$ cat src/rtl/core/bre_pkg.sv
// Shared types, constants and helpers for the bitmap run to extent block.
// Used by every module under rtl/core; depends on nothing.
package bre_pkg;

    localparam int INDEX_BITS  = 36;
    localparam int ESIZE_W     = 25;
    localparam int OUT_W       = 60;
    localparam int MAX_RANGES  = 5;
    localparam int RCNT_W      = 3;
    localparam int QUEUE_DEPTH = 4;
    localparam int QPTR_W      = 2;
    localparam int BITS_PER_BYTE = 8;
    localparam int STEP_W      = 4;

    localparam logic [ESIZE_W-1:0] ESIZE_RESET = ESIZE_W'(4096);

    // multiplier split of the index operand
    localparam int HALF_LO  = (INDEX_BITS + 1) / 2;
    localparam int HALF_HI  = INDEX_BITS - HALF_LO;
    localparam int PROD_W   = INDEX_BITS + ESIZE_W;
    localparam int SUM_W    = (PROD_W > OUT_W) ? PROD_W : OUT_W + 1;

    localparam logic [OUT_W-1:0] OUT_MAX = {OUT_W{1'b1}};

    typedef logic [INDEX_BITS-1:0] t_index;

    // ranges closed by one byte, as element index pairs
    typedef struct packed {
        logic [RCNT_W-1:0]             count;
        logic [MAX_RANGES-1:0][INDEX_BITS-1:0] start_idx;
        logic [MAX_RANGES-1:0][INDEX_BITS-1:0] stop_idx;
    } t_rec;

    typedef struct packed {
        logic valid;
        t_rec rec;
    } t_push;

    typedef struct packed {
        logic full;
        logic empty;
    } t_qstat;

    // index plus a small step, saturating at the top index
    function automatic t_index sat_index_add(input t_index base, input logic [STEP_W-1:0] k);
        logic [INDEX_BITS:0] sum;
        sum = {1'b0, base} + {{(INDEX_BITS + 1 - STEP_W){1'b0}}, k};
        return sum[INDEX_BITS] ? {INDEX_BITS{1'b1}} : sum[INDEX_BITS-1:0];
    endfunction

endpackage

$ cat src/rtl/core/bre_queue.sv
// Short record queue between front and back end, held in flip-flops.
// Depends on bre_pkg.
module bre_queue (
    input  logic              i_clk,
    input  logic              i_rst_n,
    input  bre_pkg::t_push    i_push,
    input  logic              i_pop,
    output bre_pkg::t_rec     o_head,
    output bre_pkg::t_qstat   o_qstat
);

    bre_pkg::t_rec                r_mem [bre_pkg::QUEUE_DEPTH];
    logic [bre_pkg::QPTR_W-1:0]   r_wr_ptr;
    logic [bre_pkg::QPTR_W-1:0]   r_rd_ptr;
    logic [bre_pkg::QPTR_W:0]     r_fill;
    logic                         do_push;
    logic                         do_pop;

    assign o_qstat.full  = (r_fill == (bre_pkg::QPTR_W + 1)'(bre_pkg::QUEUE_DEPTH));
    assign o_qstat.empty = (r_fill == '0);
    assign do_push = i_push.valid && !o_qstat.full;
    assign do_pop  = i_pop && !o_qstat.empty;
    assign o_head  = r_mem[r_rd_ptr];

    always_ff @(posedge i_clk) begin
        if (do_push) begin
            r_mem[r_wr_ptr] <= i_push.rec;
        end
    end

    always_ff @(posedge i_clk) begin
        if (!i_rst_n) begin
            r_wr_ptr <= '0;
            r_rd_ptr <= '0;
            r_fill   <= '0;
        end else begin
            if (do_push) begin
                r_wr_ptr <= r_wr_ptr + 1'b1;
            end
            if (do_pop) begin
                r_rd_ptr <= r_rd_ptr + 1'b1;
            end
            case ({do_push, do_pop})
                2'b10:   r_fill <= r_fill + 1'b1;
                2'b01:   r_fill <= r_fill - 1'b1;
                default: r_fill <= r_fill;
            endcase
        end
    end

endmodule

$ cat config.mk
export PLATFORM = sky130hd
export DESIGN_NAME = bre_queue
export DESIGN_NICKNAME = d
export VERILOG_FILES = /design/src/rtl/core/bre_pkg.sv /design/src/rtl/core/bre_queue.sv
export SDC_FILE = /design/constraint.sdc
export NUM_CORES = 1
export LEC_CHECK = 0
export BUFFER_PORTS_ARGS = -buffer_cell sky130_fd_sc_hd__buf_2
export CAP_MARGIN = 20
export CORE_MARGIN = 2
export CORE_UTILIZATION = 28
export CTS_CLUSTER_SIZE = 20
export DETAILED_ROUTE_END_ITERATION = 16
export PLACE_DENSITY = 0.46
export SLEW_MARGIN = 30
export SYNTH_ARGS = -nofsm -noshare
export SYNTH_HDL_FRONTEND = slang
export SYNTH_SLANG_ARGS = --single-unit
$ cat constraint.sdc
create_clock -name i_clk -period 10.8 [get_ports i_clk]
set_clock_uncertainty 0.1 [all_clocks]
set_input_delay 0.54 -clock i_clk [delete_from_list [all_inputs] [get_ports i_clk]]
set_output_delay 0.54 -clock i_clk [all_outputs]
set_load 0.02 [all_outputs]
[After elaboration in Yosys (flattened, before gate mapping)]
Memory sizes are Yosys's and may differ from the RTL's. A register that Yosys moved wholly into a read port is not among the register bits.
Cells that the tools add are included.
Storage, ports and cells
  register bits after elaboration: 7
  RAM bits: 1452
  bits of input ports: 367
  output and inout port bits: 365
  logic and storage cells: 22
  memories kept: 1
Cells by class
  $add $sub $neg: 4
  equality and inequality tests: 3
  mux-type cells: 5
  reductions and logical operators: 6
Memories
  r_mem: depth 4, width 363, rd ports 1, clocked after Yosys merged registers in 1, write ports 1, line bre_queue.sv:12  | bre_pkg::t_rec r_mem [bre_pkg::QUEUE_DEPTH];
Operators with widths (count)
  $pmux W3 S2: 1
  $add A2 B1 Y2 const B: 2
  $mux W2: 2
  $add A3 B1 Y3 const B: 1
  $eq A3 B3 Y1 const B: 1
  $logic_not A3 Y1: 1
  $sub A3 B1 Y3 const B: 1
  $eq A2 B1 Y1 const B: 1
  $eq A2 B2 Y1 const B: 1
  $logic_and A1 B1 Y1: 2
  $logic_not A1 Y1: 2
  $mux W1: 2
  $reduce_bool A2 Y1: 1

[Logic depth before layout (Yosys ltp)]
  depth after elaboration: 5
  mapped depth: 10
  gate-level depth less buffers: 9

[Worst setup path after synthesis]
Ideal clock, no wire load.
  path type: input to register
  start point: in i_push[363] in the netlist's numbering
  end point: mem r_mem[2][0] in the netlist's numbering (enable)
  library setup time: 0.772 ns
  arrival: 9.135 ns
  data required time: 9.928 ns
  slack: 0.793 ns
  stages on the path: 3
  buffers on the path: 1
  cell sequence: nor2b_1 -> clkbuf_1 -> and2_1
On the way
  word-level cells in the longest chain between the ends: 3
RTL lines
  start: declaration: line bre_queue.sv:6  | input bre_pkg::t_push i_push,
  $logic_and A1 B1 Y1: line bre_queue.sv:21  | assign do_push = i_push.valid && !o_qstat.full;
  $mux W1: line bre_queue.sv:26  | if (do_push) begin
  $mux W1 (implied by the code): line bre_queue.sv:27  | r_mem[r_wr_ptr] <= i_push.rec;
  end: declaration: line bre_queue.sv:12
No other way between the ends.

==> metrics <==
Worst setup SP type flip-flop; Syn-to-layout area delta 29.22%; CTS tree yes; Synth Instances 1950; Root Driver clkbuf_16; Post-DP HPWL approximately 78000 µm; P per Cell Area 232.4 mW/mm²; Final Slew Violations 0; setup_tns 0 ps; postcts setup bufs 0; routability-driven placement congestion ratio 0.7387; Worst Tran Pin Value 1034 ps; DRT Wirelength 126500 µm; library cells used by synthesis 23; LEAKAGE 22.44 nW; power share of the combinational group 0.237; IO Count between 700 and 800; RSZ-0062 raised after global routing no; Switching Power 4.594 mW; post-CTS resize count 0; top cell type's share of synthesized area 0.8269; Non-Filler Cell Area, Final 0.06813 mm²; I/O Buffers between 700 and 800; Inserted Clock Buffers 158; core area 0.1874 mm²; largest net degree at the start of global routing 134; row cnt 159; CTS Sinks 1461; die area 0.1918 mm²; max-cap violations 0; area of the mapped netlist 0.05273 mm²; Worst R2R Path Depth 5; yosys warns 0; Setup CP Type flip-flop to output pin; crit end category output pin; worst-skew pair later-pin latency 790 ps; Vias per Instance approximately 4.3; FMAX 0.2145 GHz; DRT iter0 DRCs 1517; first-pass GRT wire length 186400 µm; DIE HEIGHT 437.9 µm; Slew Limit Headroom 0.3110; grt total ovfl 0; syn avg cell area 27.04 µm²; WHS Path Cells 3; initial antenna violation count 19; Min-Delay Path Class primary input to flip-flop; CTS Hold Bufs roughly 370; critical path arrival 4020 ps; part of the power in the clock network 0.323; Die Wd 437.9 µm; FILL cells 17360; placed inst area 0.05947 mm²; post-synthesis sequential area ratio 0.8304; H-Tree Depth 4; Post-DRT Antenna Nets 0; vias after detailed routing 25195; largest cells by area after synthesis edfxtp_1 83%, mux4_2 16%, dfxtp_1 0.34%; Starting Density 0.2814; Switching Share 0.2902; fin nets 3528; Crit Path Max Fanout 82; Int Power 11.24 mW; VDD IR-drop max 156.4 µV; Net Count, Synth roughly 2300; vias in the first global route ~28000; Final Hold Fails 0; Period minus WS final 4662 ps; WL/cell approximately 22 µm; Final Setup Violations 0; share of layout cells above drive strength 1 0.4112; top cell type by total area after synthesis edfxtp_1; clk buf depth 3; worst endpoint required time 10160 ps; All-Layer GR Usage 0.1301; period utilization 0.4316; drt drc 0; Reg power frac 0.440; clk slew on worst S/H paths 60 ps; synthesized flop and latch total 1461; First-pass DRT Iterations 4; outcome complete, no violations
state kept, by name, indices dropped and copies added (netlist names), named ones only:
name	count
r_mem	1452
r_fill	3
r_rd_ptr	2
r_wr_ptr	2
stage by stage:
stage,util,hold WS [ps],setup WS [ps],power (mW),instances
floorplan,-,360.9,793.1,9.653,1950
finish,0.3636,174.0,6138,15.83,5795
global placement,0.3168,365.2,6572,10.76,5117
detailed placement,0.3173,387.6,6820,10.83,5122
CTS,0.3629,66.69,5906,16.13,5775
global route,0.3635,113.9,5726,16.51,5791
Yosys cell counts:
library cell / instances
buf_2: 22
nor3_1: 1
xor2_1: 1
inv_1: 6
nand2_1: 7
or3_1: 2
ha_1: 5
buf_1: 25
buf_4: 20
mux4_2: 363
a21boi_0: 2
xnor2_1: 1
or4bb_1: 1
dfxtp_1: 9
fa_1: 1
buf_6: 8
o21ai_0: 5
clkbuf_1: 8
nor3b_1: 1
and2_1: 6
nor2b_1: 2
mux2i_1: 2
edfxtp_1: 1452
cells by family after synthesis:
kind of cell,after synthesis,share of synthesized area
AOI/OAI and AO/OA,7,0.0007592
xor gates and xnor gates,2,0.0003323
adders and majority gates,6,0.001566
buffers and inverters,89,0.009421
DFF,1461,0.8304
muxes,365,0.1554
and+or+nand+nor,20,0.002136
cells in the final DEF, fill, tap and decap left out:
cell and n:
fa_1 1, dfxtp_4 2, buf_4 13, mux4_2 363, nor3_1 1, dlygate4sd3_1 365, clkinvlp_4 5, nand2_1 7
clkinv_2 26, mux2i_1 2, clkinv_4 4, and2_4 4, clkbuf_1 33, inv_1 6, buf_16 2, inv_6 7
nor3b_1 1, o21ai_0 5, clkbuf_16 160, bufinv_16 7, ha_1 5, a21boi_0 2, nor2b_1 2, buf_2 731
or4bb_1 1, clkinv_1 37, buf_12 17, xnor2_1 1, diode_2 17, clkbuf_8 4, and2_1 2, or3_1 2
xor2_1 1, edfxtp_1 1452, clkinv_8 1, inv_16 4, dfxtp_1 7
metal layers:
layer / routed length (µm) / global-route usage
met1: 50300 / 0.1568
met2: 63600 / 0.2196
met3: 9211 / 0.04282
met4: 3401 / 0.04188
met5: 27 / 0
power groups by stage:
stage               Sequential [mW]  Clock (mW)  Combinational [mW]
finish                         6.97        5.11                3.76
global route                   7.01        5.49                4.01
CTS                            6.98        5.28                3.86
detailed placement             7.10           0                3.73
global placement               7.07           0                3.69
floorplan                      7.23           0                2.42
layout make-up:
cell class	instances	area, µm²	share of cell area
Sequential cell	1461	43790	0.6427
Multi-Input combinational cell	400	8458	0.1241
Timing Repair Buffer	1128	7805	0.1146
Clock buffer	197	4183	0.06139
Tap cell	2495	3122	0.04582
Clock inverter	91	709.4	0.01041
Antenna cell	17	42.54	0.0006244
Inverter	6	22.52	0.0003306
worst max-delay path: stages (launching register included):
cell and delay, ps:
dfxtp_4 790, buf_12 550, buf_4 820, mux4_2 620, buf_2 180
path summary, 6_finish.rpt:
| path | slack [ps] | start | to |
|---|---|---|---|
| min | 170 | i_push[363] | r_wr_ptr[1] |
| max reg2reg | 7050 | r_fill[0] | r_mem[2][155] |
| min reg2reg | 390 | r_rd_ptr[0] | flip-flop |
| max | 6140 | flip-flop | o_head[48] |
Note: power is estimated with default switching activity, not from simulation.
